==> src/les_pkg.sv <==
package les_pkg;

  // Default grid limits
  localparam int DEF_MAX_COLS = 1024;
  localparam int DEF_MAX_ROWS = 1024;

  // Fixed field widths
  localparam int CHAR_W     = 8;
  localparam int CNT_REG_W  = 11;
  localparam int SIDE_OUT_W = 11;
  localparam int POS_OUT_W  = 10;
  localparam int CFG_IDX_W  = 2;
  localparam int IN_DATA_W  = 8;
  localparam int OUT_DATA_W = 32;

  // Register reset values
  localparam logic [CHAR_W-1:0]    OBSTACLE_RST = 8'd111;
  localparam logic [CNT_REG_W-1:0] COUNT_RST    = 11'd1;

  // Configuration register indexes
  typedef enum logic [CFG_IDX_W-1:0] {
    CFG_OBSTACLE_CHAR = 2'd0,
    CFG_ROW_COUNT     = 2'd1,
    CFG_COL_COUNT     = 2'd2
  } cfg_reg_t;

  // Position flags of a cell travelling from the scan stage to the evaluate stage
  typedef struct packed {
    logic last;   // final cell of the grid
    logic row0;   // cell sits in the top row
    logic col0;   // cell sits in the left column
  } cell_tag_t;

endpackage

==> src/les_eval.sv <==
module les_eval
  import les_pkg::*;
#(
  parameter int MAX_COLS = DEF_MAX_COLS,
  parameter int MAX_ROWS = DEF_MAX_ROWS,
  parameter int SW       = 11
) (
  input  logic                        clk,
  input  logic                        rst_n,
  input  logic                        in_fire,
  input  logic [$clog2(MAX_COLS)-1:0] rd_addr,
  input  logic                        s1_valid,
  input  logic                        s1_blocked,
  input  cell_tag_t                   s1_tag,
  input  logic [$clog2(MAX_ROWS)-1:0] s1_row,
  input  logic [$clog2(MAX_COLS)-1:0] s1_col,
  input  logic [SW-1:0]               ram_rdata,
  output logic                        ram_we,
  output logic [SW-1:0]               ram_wdata,
  output logic                        stall,
  input  logic                        out_ready,
  output logic                        out_valid,
  output logic [SIDE_OUT_W-1:0]       out_side,
  output logic [POS_OUT_W-1:0]        out_row,
  output logic [POS_OUT_W-1:0]        out_col
);

  localparam int CW = $clog2(MAX_COLS);
  localparam int RW = $clog2(MAX_ROWS);

  logic          s1_fire;
  logic          fwd_r;
  logic [SW-1:0] fwd_side_r;
  logic [SW-1:0] left_r, diag_r;
  logic [SW-1:0] up, left, diag, m_ul, m_all, side;
  logic [SW-1:0] best_side_r, cand_side;
  logic [RW-1:0] best_row_r, cand_row;
  logic [CW-1:0] best_col_r, cand_col;
  logic          better;
  logic          out_valid_r;
  logic [SIDE_OUT_W-1:0] out_side_r;
  logic [POS_OUT_W-1:0]  out_row_r, out_col_r;

  // Hold the last cell of a grid while a finished result still waits at the output
  assign stall   = s1_valid && s1_tag.last && out_valid_r && !out_ready;
  assign s1_fire = s1_valid && !stall;

  // Neighbor sides; take the entry written in the same cycle as the read if the read hit it
  always_comb begin
    up    = s1_tag.row0 ? '0 : (fwd_r ? fwd_side_r : ram_rdata);
    left  = s1_tag.col0 ? '0 : left_r;
    diag  = (s1_tag.row0 || s1_tag.col0) ? '0 : diag_r;
    m_ul  = (up < left) ? up : left;
    m_all = (m_ul < diag) ? m_ul : diag;
    side  = s1_blocked ? '0 : m_all + SW'(1);
  end

  // Keep the earliest square among equal sides
  always_comb begin
    better = side > best_side_r;
    if (better) begin
      cand_side = side;
      cand_row  = RW'((RW+1)'(s1_row) + (RW+1)'(1) - (RW+1)'(side));
      cand_col  = CW'((CW+1)'(s1_col) + (CW+1)'(1) - (CW+1)'(side));
    end else begin
      cand_side = best_side_r;
      cand_row  = best_row_r;
      cand_col  = best_col_r;
    end
  end

  assign ram_we    = s1_fire;
  assign ram_wdata = side;

  // Neighbor, best-square and bypass registers
  always_ff @(posedge clk) begin
    if (!rst_n) begin
      left_r      <= '0;
      diag_r      <= '0;
      best_side_r <= '0;
      best_row_r  <= '0;
      best_col_r  <= '0;
      fwd_r       <= 1'b0;
      fwd_side_r  <= '0;
    end else begin
      if (s1_fire) begin
        left_r <= side;
        diag_r <= up;
        if (s1_tag.last) begin
          best_side_r <= '0;
          best_row_r  <= '0;
          best_col_r  <= '0;
        end else begin
          best_side_r <= cand_side;
          best_row_r  <= cand_row;
          best_col_r  <= cand_col;
        end
      end
      if (in_fire) begin
        fwd_r      <= s1_fire && (rd_addr == s1_col);
        fwd_side_r <= side;
      end
    end
  end

  // Output register
  always_ff @(posedge clk) begin
    if (!rst_n) begin
      out_valid_r <= 1'b0;
    end else if (s1_fire && s1_tag.last) begin
      out_valid_r <= 1'b1;
    end else if (out_ready) begin
      out_valid_r <= 1'b0;
    end
  end

  always_ff @(posedge clk) begin
    if (s1_fire && s1_tag.last) begin
      out_side_r <= SIDE_OUT_W'(cand_side);
      out_row_r  <= POS_OUT_W'(cand_row);
      out_col_r  <= POS_OUT_W'(cand_col);
    end
  end

  assign out_valid = out_valid_r;
  assign out_side  = out_side_r;
  assign out_row   = out_row_r;
  assign out_col   = out_col_r;

endmodule

==> config.mk <==
export PLATFORM = sky130hd
export DESIGN_NAME = les_eval
export DESIGN_NICKNAME = d
export VERILOG_FILES = /design/src/les_pkg.sv /design/src/les_eval.sv
export SDC_FILE = /design/constraint.sdc
export NUM_CORES = 1
export LEC_CHECK = 0
export BUFFER_PORTS_ARGS = -buffer_cell sky130_fd_sc_hd__buf_2
export CAP_MARGIN = 40
export CORE_UTILIZATION = 49
export CTS_CLUSTER_SIZE = 28
export DETAILED_ROUTE_END_ITERATION = 10
export GPL_ROUTABILITY_DRIVEN = 0
export PLACE_DENSITY = 0.7
export SYNTH_ARGS = -nofsm -noshare
export SYNTH_HDL_FRONTEND = slang
export SYNTH_SLANG_ARGS = --single-unit
==> constraint.sdc <==
create_clock -name clk -period 11.3 [get_ports clk]
set_input_delay 2.26 -clock clk [delete_from_list [all_inputs] [get_ports clk]]
set_output_delay 2.26 -clock clk [all_outputs]
set_load 0.005 [all_outputs]
==> run metrics <==
first-pass GRT wire length=28970 µm; worst skew pair latency=0.35 ns; total die area=roughly 0.014 mm²; Post-synth EDFFs=31; fin crit period=around 10 ns; routed wire length=between 15000 and 20000 µm; worst-margin pin slew=approximately 0.8 ns; Worst Skew=0.007661 ns; row count=between 40 and 50; status=completed; unrepaired setup endpoints after global routing=false; initial antenna violation count=0; # IOs=95; Layout fillers=between 1k and 1.5k; critical path peak fanout=15; commonest non-fill, non-tap cells in the layout=nand2_1 (129), buf_2 (94), dfxtp_1 (66); worst path required time=between 9 and 10 ns; max-slew violation count=0; Static Leak=3.156 nW; WP data arrival=8.21 ns; share of cells above drive strength 1=0.1758; vias per cell=approximately 5.7; Synth area leaders=dfxtp_1 (20%), edfxtp_1 (14%), ha_1 (12%), nand2_1 (7.2%), xnor2_1 (3.3%); CTS tree=yes; Yosys warning count=0; Pwr Density=about 160 mW/mm²; r2r startpoint=fwd_r$_SDFFE_PN0P_; Final Cycle Share=0.9262; TNS Setup=0 ns; vias in the first global route=5485; largest net degree at the start of global routing=65; synthesized area=roughly 0.0067 mm²; CP endpoint kind=primary output; Post-DP HPWL=around 14000 µm; slew margin rel.=0.4718; Max Cap Viol=0; Hold WS=roughly 0.46 ns; Post-Syn Instances=between 700 and 800; First-pass DRT Iterations=5; NumNets Final=~990; number of H-tree levels=3; post-CTS setup repair buffer count=0; total number of vias=5966; Area Overhead vs Synth=14.67%; Die H=around 120 µm; Core Box Area=approximately 0.013 mm²; Fin. Hold Viols=0; Num CTS Buffers=9; setup violators final=0; maximum vdd drop=about 0.089 mV; flop and latch count out of synthesis=between 90 and 100; commonest non-fill, non-tap cell in the layout=nand2_1; biggest area consumer among synthesized cells=dfxtp_1; # DRC=0; WL per Instance=approximately 17 µm; Hold Startpoint=best_side_r[9]$_SDFFE_PN0P_; critical path launch point=s1_tag[1]; GRT Util Overall=0.2642; number of routed nets with antenna violations=0; Unique masters post-synth=74; critical path type=input port to primary output; count of input and output buffers=94; gr ovfl total=0; Startpoint Class=input port; post-synth top area share=0.1969; Initial Util=0.5048; CTS sink count=97; clk buf depth=2; post-synthesis async set-or-reset flop share=0; CTS root buffer=clkbuf_16; n_diodes=0; clk slew on worst S/H paths=~0.060 ns; Syn Area/Cell=8.528 µm²; syn nets=~900; hold crit path type=register to register; Initial DRC Count=roughly 530; die width=119.0 µm; ys flop type=dfxtp_1; register area share after synthesis=0.3356; f_max=0.09555 GHz
## where the power goes
part,switching (mW),internal [mW]
combinational,0.318,0.188
clock,0.145,0.189
sequential,0.0136,0.414
## flip-flops by register name, summed over array words and instances, names as in the netlist
signal and cells:
best_col_r 10, best_row_r 10, best_side_r 11, diag_r 11, fwd_r 1, fwd_side_r 11
left_r 11, out_col 10, out_row 10, out_side 11, out_valid 1
## cell type report
type / instances / area, µm² / share of cell area
Multi-Input combinational cell: 611 / 4160 / 0.5406
Sequential cell: 97 / 2252 / 0.2926
Timing Repair Buffer: 109 / 583.1 / 0.07576
Clock buffer: 11 / 254.0 / 0.03300
Tap cell: 176 / 220.2 / 0.02861
Inverter: 43 / 161.4 / 0.02097
Clock inverter: 5 / 65.06 / 0.008454
## cells by family after synthesis
| group | Yosys count | synth area share |
|---|---|---|
| adder cells (fa/ha/maj) | 67 | 0.1271 |
| AO/OA/AOI/OAI | 177 | 0.1846 |
| buffers and inverters | 79 | 0.04623 |
| XOR/XNOR | 32 | 0.04288 |
| AND/OR/NAND/NOR | 314 | 0.2306 |
| flip-flops | 97 | 0.3356 |
| multiplexers | 21 | 0.03300 |
## per-stage QoR
stage / power [mW] / area, µm² / utilization / setup WS (ns) / cells
after global routing: 1.344 / 7696 / 0.5789 / 0.2646 / 1052
final: 1.267 / 7696 / 0.5789 / 0.8339 / 1052
after floorplan: 0.7804 / 6711 / - / 1.269 / 787
after CTS: 1.266 / 7694 / 0.5787 / 0.6798 / 1052
after detailed placement: 0.9349 / 7375 / 0.5547 / 0.7106 / 1036
after global placement: 0.9322 / 7375 / 0.5547 / 0.7938 / 1036
## layer usage
metal  wire, µm  vias up  share of wire  track usage
met5          0        -              0            0
met4        562        0          0.031       0.1123
met3       1165       37          0.065      0.03544
met2       7803      250           0.43       0.4015
met1       8513     2697           0.47       0.3738
li1           -     2982              -            -
## path summary, 6_finish.rpt
path	slack [ns]	to	depth (start not counted)
max	0.83	ram_wdata[8]	24
max reg2reg	2.48	best_col_r[9]$_SDFFE_PN0P_	36
min	0.46	best_side_r[9]$_SDFFE_PN0P_	2
min reg2reg	0.46	best_side_r[9]$_SDFFE_PN0P_	2
## synth_stat cells, drive strengths merged (3+ instances only)
library cell,instances
and4,3
clkbuf,29
xnor2,26
ha,65
nand3b,3
and2,9
o21ai,52
o211ai,5
nor3,13
a21o,7
a2111oi,3
dfxtp,66
a211oi,4
inv,42
a32o,3
mux2i,18
or3,7
a31o,4
nor4,5
nor2b,34
a22o,3
o31ai,7
a21oi,21
edfxtp,31
o21a,5
nand4,6
nand3,38
mux2,3
nand2,129
a21boi,19
or2,4
and3,6
a31oi,5
buf,7
xor2,6
nor2,38
a22oi,21
nand2b,13
## repair_timing
action,4_1_cts,5_1_grt
endpoints found under the setup margin,0,1
gates resized for setup,0,1
hold buffers,0,0
## worst max-delay path, stage by stage
cell       delay (ns)
buf_2            0.18
nor2_1           0.39
ha_1             0.31
o21a_1           0.19
o2111ai_1        0.28
o31ai_2          0.16
nor2_2           0.43
mux2_2           0.44
ha_1             0.29
and3_1           0.18
a221o_1          0.34
a221o_1          0.38
nor3_2           0.26
nand3_2          0.13
nand3_2          0.14
nand2_1          0.05
o21ai_0          0.09
ha_1             0.30
nand2_1          0.12
o311ai_0         0.34
o31ai_1          0.12
nand3b_1         0.41
inv_1            0.26
buf_2            0.15
Power figures use the tool's default switching activity.
