<file path="config.mk">
export PLATFORM = sky130hd
export DESIGN_NAME = les_scan
export DESIGN_NICKNAME = d
export VERILOG_FILES = /design/src/les_pkg.sv /design/src/les_scan.sv
export SDC_FILE = /design/constraint.sdc
export NUM_CORES = 1
export LEC_CHECK = 0
export ABC_CLOCK_PERIOD_IN_PS = 3850
export BUFFER_PORTS_ARGS = -buffer_cell sky130_fd_sc_hd__buf_2
export CORE_ASPECT_RATIO = 1.1
export CORE_MARGIN = 1
export CORE_UTILIZATION = 45
export DETAILED_ROUTE_END_ITERATION = 7
export HOLD_SLACK_MARGIN = 0.15
export PLACE_DENSITY = 0.71
export SYNTH_ARGS = -nofsm -noshare
export SYNTH_HDL_FRONTEND = slang
export SYNTH_SLANG_ARGS = --single-unit
export TNS_END_PERCENT = 100
</file>
<file path="constraint.sdc">
create_clock -name clk -period 3.85 [get_ports clk]
set_input_delay 0 -clock clk [delete_from_list [all_inputs] [get_ports clk]]
set_output_delay 0 -clock clk [all_outputs]
set_load 0.02 [all_outputs]
</file>
<file path="src/les_pkg.sv">
package les_pkg;

  // Default grid limits
  localparam int DEF_MAX_COLS = 1024;
  localparam int DEF_MAX_ROWS = 1024;

  // Fixed field widths
  localparam int CHAR_W     = 8;
  localparam int CNT_REG_W  = 11;
  localparam int SIDE_OUT_W = 11;
  localparam int POS_OUT_W  = 10;
  localparam int CFG_IDX_W  = 2;
  localparam int IN_DATA_W  = 8;
  localparam int OUT_DATA_W = 32;

  // Register reset values
  localparam logic [CHAR_W-1:0]    OBSTACLE_RST = 8'd111;
  localparam logic [CNT_REG_W-1:0] COUNT_RST    = 11'd1;

  // Configuration register indexes
  typedef enum logic [CFG_IDX_W-1:0] {
    CFG_OBSTACLE_CHAR = 2'd0,
    CFG_ROW_COUNT     = 2'd1,
    CFG_COL_COUNT     = 2'd2
  } cfg_reg_t;

  // Position flags of a cell travelling from the scan stage to the evaluate stage
  typedef struct packed {
    logic last;   // final cell of the grid
    logic row0;   // cell sits in the top row
    logic col0;   // cell sits in the left column
  } cell_tag_t;

endpackage

</file>
<file path="src/les_scan.sv">
module les_scan
  import les_pkg::*;
#(
  parameter int MAX_COLS = DEF_MAX_COLS,
  parameter int MAX_ROWS = DEF_MAX_ROWS
) (
  input  logic                        clk,
  input  logic                        rst_n,
  input  logic                        in_fire,
  input  logic                        stall,
  input  logic [CHAR_W-1:0]           cell_char,
  input  logic [CHAR_W-1:0]           obstacle_char,
  input  logic [CNT_REG_W-1:0]        row_count,
  input  logic [CNT_REG_W-1:0]        col_count,
  output logic [$clog2(MAX_COLS)-1:0] rd_addr,
  output logic                        s1_valid,
  output logic                        s1_blocked,
  output cell_tag_t                   s1_tag,
  output logic [$clog2(MAX_ROWS)-1:0] s1_row,
  output logic [$clog2(MAX_COLS)-1:0] s1_col
);

  localparam int CW   = $clog2(MAX_COLS);
  localparam int RW   = $clog2(MAX_ROWS);
  localparam int CNTC = (CW + 1 > CNT_REG_W) ? CW + 1 : CNT_REG_W;
  localparam int CNTR = (RW + 1 > CNT_REG_W) ? RW + 1 : CNT_REG_W;

  logic [CW-1:0]   col_r, col_nxt;
  logic [RW-1:0]   row_r, row_nxt;
  logic [CNTC-1:0] col_ext, cols_eff;
  logic [CNTR-1:0] row_ext, rows_eff;
  logic            col_end, row_end;
  logic            s1_valid_r, s1_blocked_r;
  cell_tag_t       s1_tag_r;
  logic [RW-1:0]   s1_row_r;
  logic [CW-1:0]   s1_col_r;

  // Clamp the counts: zero acts as one, anything beyond the limit as the limit
  always_comb begin
    col_ext  = CNTC'(col_count);
    row_ext  = CNTR'(row_count);
    cols_eff = (col_ext == '0) ? CNTC'(1) :
               (col_ext > CNTC'(MAX_COLS)) ? CNTC'(MAX_COLS) : col_ext;
    rows_eff = (row_ext == '0) ? CNTR'(1) :
               (row_ext > CNTR'(MAX_ROWS)) ? CNTR'(MAX_ROWS) : row_ext;
  end

  // Advance the raster position
  always_comb begin
    col_end = (CNTC'(col_r) + CNTC'(1)) >= cols_eff;
    row_end = (CNTR'(row_r) + CNTR'(1)) >= rows_eff;
    if (col_end) begin
      col_nxt = '0;
      row_nxt = row_end ? '0 : row_r + RW'(1);
    end else begin
      col_nxt = col_r + CW'(1);
      row_nxt = row_r;
    end
  end

  always_ff @(posedge clk) begin
    if (!rst_n) begin
      col_r      <= '0;
      row_r      <= '0;
      s1_valid_r <= 1'b0;
    end else begin
      if (in_fire) begin
        col_r <= col_nxt;
        row_r <= row_nxt;
      end
      if (!stall) begin
        s1_valid_r <= in_fire;
      end
    end
  end

  // Capture the accepted word for the evaluate stage
  always_ff @(posedge clk) begin
    if (in_fire) begin
      s1_blocked_r  <= (cell_char == obstacle_char);
      s1_tag_r.last <= col_end && row_end;
      s1_tag_r.row0 <= (row_r == '0);
      s1_tag_r.col0 <= (col_r == '0);
      s1_row_r      <= row_r;
      s1_col_r      <= col_r;
    end
  end

  assign rd_addr    = col_r;
  assign s1_valid   = s1_valid_r;
  assign s1_blocked = s1_blocked_r;
  assign s1_tag     = s1_tag_r;
  assign s1_row     = s1_row_r;
  assign s1_col     = s1_col_r;

endmodule

</file>
==> results_dict.tcl <==
set metrics [dict create \
    ios 77 \
    setup.worst_path.end_class "register" \
    final_nets 405 \
    synth_top_cell_area_share_pct 27.5 \
    drt_pass1_iterations 4 \
    coreArea_um2 5500 \
    skew_ps 12.2 \
    cp.required_ps 4040 \
    status "finished, final reports clean" \
    root_buffer "clkbuf_8" \
    post_cts_buffers 0 \
    rsz0062_at_grt "false" \
    crit_buf_inv 0 \
    cts-htree-levels 2 \
    fmax_mhz 312 \
    synth.net_count 325 \
    synthTopCellsByArea "edfxtp_1 (28%), dfxtp_1 (16%), ha_1 (12%)" \
    ff2ff_setup_slack_ps 640 \
    io_buffers 76 \
    drv_cap 0 \
    die_area_um2 6130 \
    cp_slowest_cell "dfxtp_1" \
    dp_hpwl_um 4050 \
    start_kind "register" \
    drtIter0Drc 163 \
    ys_seq_area_share_pct 43.6 \
    critPathMaxStageDelay_ps 490 \
    setup_violations 0 \
    drtAntennaViolNets 0 \
    netlist-cell-type-count 44 \
    path_clk_slew_ps 90 \
    dr_total_vias 2170 \
    ir_drop_uv 182 \
    p_leak_uw 0.00147 \
    timing.final.crit_share_pct 83.3 \
    synth_top_cells_by_count "nand2_1 (30), ha_1 (26), edfxtp_1 (24)" \
    grt_pass1_vias 2007 \
    comb_power_share_pct 13.3 \
    arrival_ps 3390 \
    ys_warn_count 0 \
    clk_latency_ps 300 \
    netlist_instances 257 \
    synth.largest_area_cell "edfxtp_1" \
    row_count 28 \
    powerDensity_nw_per_um2 315 \
    area_delta_synth_final_pct 21.8 \
    switching_share_pct 23.6 \
    relSlewSlack_pct 55.0 \
    final.setup.worst_slack_ps 641 \
    cts.sinks 45 \
    avgRoutedWirePerCell_um 13.1 \
    die_w_um 74.8 \
    globalplace.congestion 0.877 \
    power.share.clock_pct 34.5 \
    fin_setup_tns_ps 0 \
    grt_max_degree 29 \
    synth_edf_count 24 \
    syn_area_um2 2620 \
    seqPwrFrac_pct 52.2 \
    final_layout_size_suffix_gt1_share_pct 25.7 \
    power.switching_uw 237 \
    holdCritPathClass "primary input to register" \
    cts_tree "yes" \
    overflow 0 \
    async_reset_ff_share_pct 0 \
    die_h_um 82.0 \
    hold-worst-slack_ps 245 \
    antenna_found_initial 0 \
    period_needed_ps 3210 \
    synth.ff_latch_count 45 \
    initial_core_util_pct 47.6 \
    grt_pass1_wl_um 8700 \
    antenna_cells 0 \
    vias_per_cell 5.25 \
    slew_viol_final 0 \
    place_ws_ps 697 \
    critPathMaxFanout 10 \
    worst_pin_slew_ps 673 \
    internal-power_uw 768 \
    synth_flop_cell "edfxtp_1" \
    cts_made_buffers 5 \
    crit_path_cell_trace "and3_1, nand3_1, nor3_1, xor2_1, ha_1, a21o_1, a21oi_1, o21a_1, and2_1, and3b_1, a32o_1" \
    drc 0 \
    track_usage_pct 18.6 \
    synth_most_common_cell "nand2_1" \
    synth.avg_cell_area_um2 10.2 \
    crit_type "register to register" \
    post_cts_resized 0 \
    critPathTopFamily "simple AND/OR/NAND/NOR gates" \
    cts_buffer_depth 2 \
    finalWirelength_um 5400 \
    hold_violations 0 \
]
layer usage:
| layer | wire (um) | global-route usage [%] | vias to the layer above | part of all wire (%) |
|---|---|---|---|---|
| met1 | 2560 | 24.6 | 982 | 47 |
| met4 | 87 | 7.92 | 0 | 1.6 |
| li1 | - | - | 1108 | - |
| met2 | 2490 | 29.8 | 73 | 46 |
| met5 | 0 | 0 | - | 0 |
| met3 | 267 | 3.31 | 7 | 4.9 |
path summary, 6_finish.rpt:
check             startpoint    endpoint  cells past startpoint
setup / recovery  rd_addr[2]    row_r[9]                     11
hold / removal       in_fire  s1_blocked                      1
setup reg to reg  rd_addr[2]    row_r[9]                     11
hold reg to reg     row_r[8]   s1_row[8]                      0
registers in the layout, indices dropped and copies added, names as in the netlist:
| name | count |
|---|---|
| s1_tag | 3 |
| s1_col | 10 |
| rd_addr | 10 |
| row_r | 10 |
| s1_row | 10 |
| s1_blocked | 1 |
| s1_valid | 1 |
cells by family (layout without fill, tap and decap cells):
kind of cell             Yosys count  count (layout)  share of synthesized area, %
multiplexers                       1               1                         0.382
adder cells (fa/ha/maj)           26              26                          12.4
XOR/XNOR                          23              23                          7.69
flip-flops                        45              45                          43.6
buffers and inverters             20             101                          4.49
AND/OR/NAND/NOR                   95              95                          18.0
AO/OA/AOI/OAI                     47              47                          13.5
area by class of cell:
cell class              instances  area [um^2]
multi-input cells             192         1360
flip-flops and latches         45         1140
well taps                      75         93.8
clock inverters                 2         35.0
clock buffers                   6         72.6
repair buffers                 83          450
fillers                       496         2310
inverters                      10         37.5
power groups by stage:
| stage | Combinational (uW) | Sequential [uW] | Clock, uW |
|---|---|---|---|
| 3_3_place_gp | 126 | 535 | 0 |
| 5_1_grt | 148 | 527 | 372 |
| 3_5_place_dp | 129 | 536 | 0 |
| 2_1_floorplan | 59.4 | 552 | 0 |
| 4_1_cts | 134 | 525 | 350 |
| 6_report | 133 | 524 | 347 |
what timing repair did:
| item | 4_1_cts | 5_1_grt |
|---|---|---|
| endpoints found under the setup margin | 0 | 0 |
| hold buffers | 7 | 0 |
| endpoints found under the hold margin | 5 | 0 |
per-stage QoR:
step           utilization (%)  cell area [um^2]  power [uW]  cells
4_1_cts                   58.0              3190        1010    413
6_report                  58.0              3190        1000    413
3_3_place_gp              54.8              3010         662    398
3_5_place_dp              54.8              3010         665    398
5_1_grt                   58.0              3190        1050    413
2_1_floorplan                -              2620         612    257
cells in the final DEF (no fill, tap or decap), types with 2 or more instances in the layout:
| cell | synthesis | layout |
|---|---|---|
| clkinv_1 | 2 | 2 |
| nor2_1 | 18 | 18 |
| buf_2 | 2 | 76 |
| nand3_1 | 11 | 11 |
| and2_1 | 2 | 2 |
| and3_1 | 5 | 5 |
| dlygate4sd3_1 | 0 | 7 |
| dfxtp_1 | 21 | 21 |
| ha_1 | 26 | 26 |
| edfxtp_1 | 24 | 24 |
| clkbuf_8 | 1 | 5 |
| nor3_1 | 4 | 4 |
| and4_1 | 2 | 2 |
| nor2b_1 | 2 | 2 |
| nand2_1 | 30 | 30 |
| a21oi_1 | 12 | 12 |
| xor2_1 | 10 | 10 |
| xnor2_1 | 13 | 13 |
| a21o_1 | 5 | 5 |
| o2bb2ai_1 | 4 | 4 |
| a32o_1 | 13 | 13 |
| o21ai_0 | 4 | 4 |
| a31oi_1 | 2 | 2 |
| nor4_1 | 8 | 8 |
| nand4_1 | 5 | 5 |
| nand3b_1 | 4 | 4 |
| inv_1 | 8 | 8 |
Power figures use the tool's default switching activity.
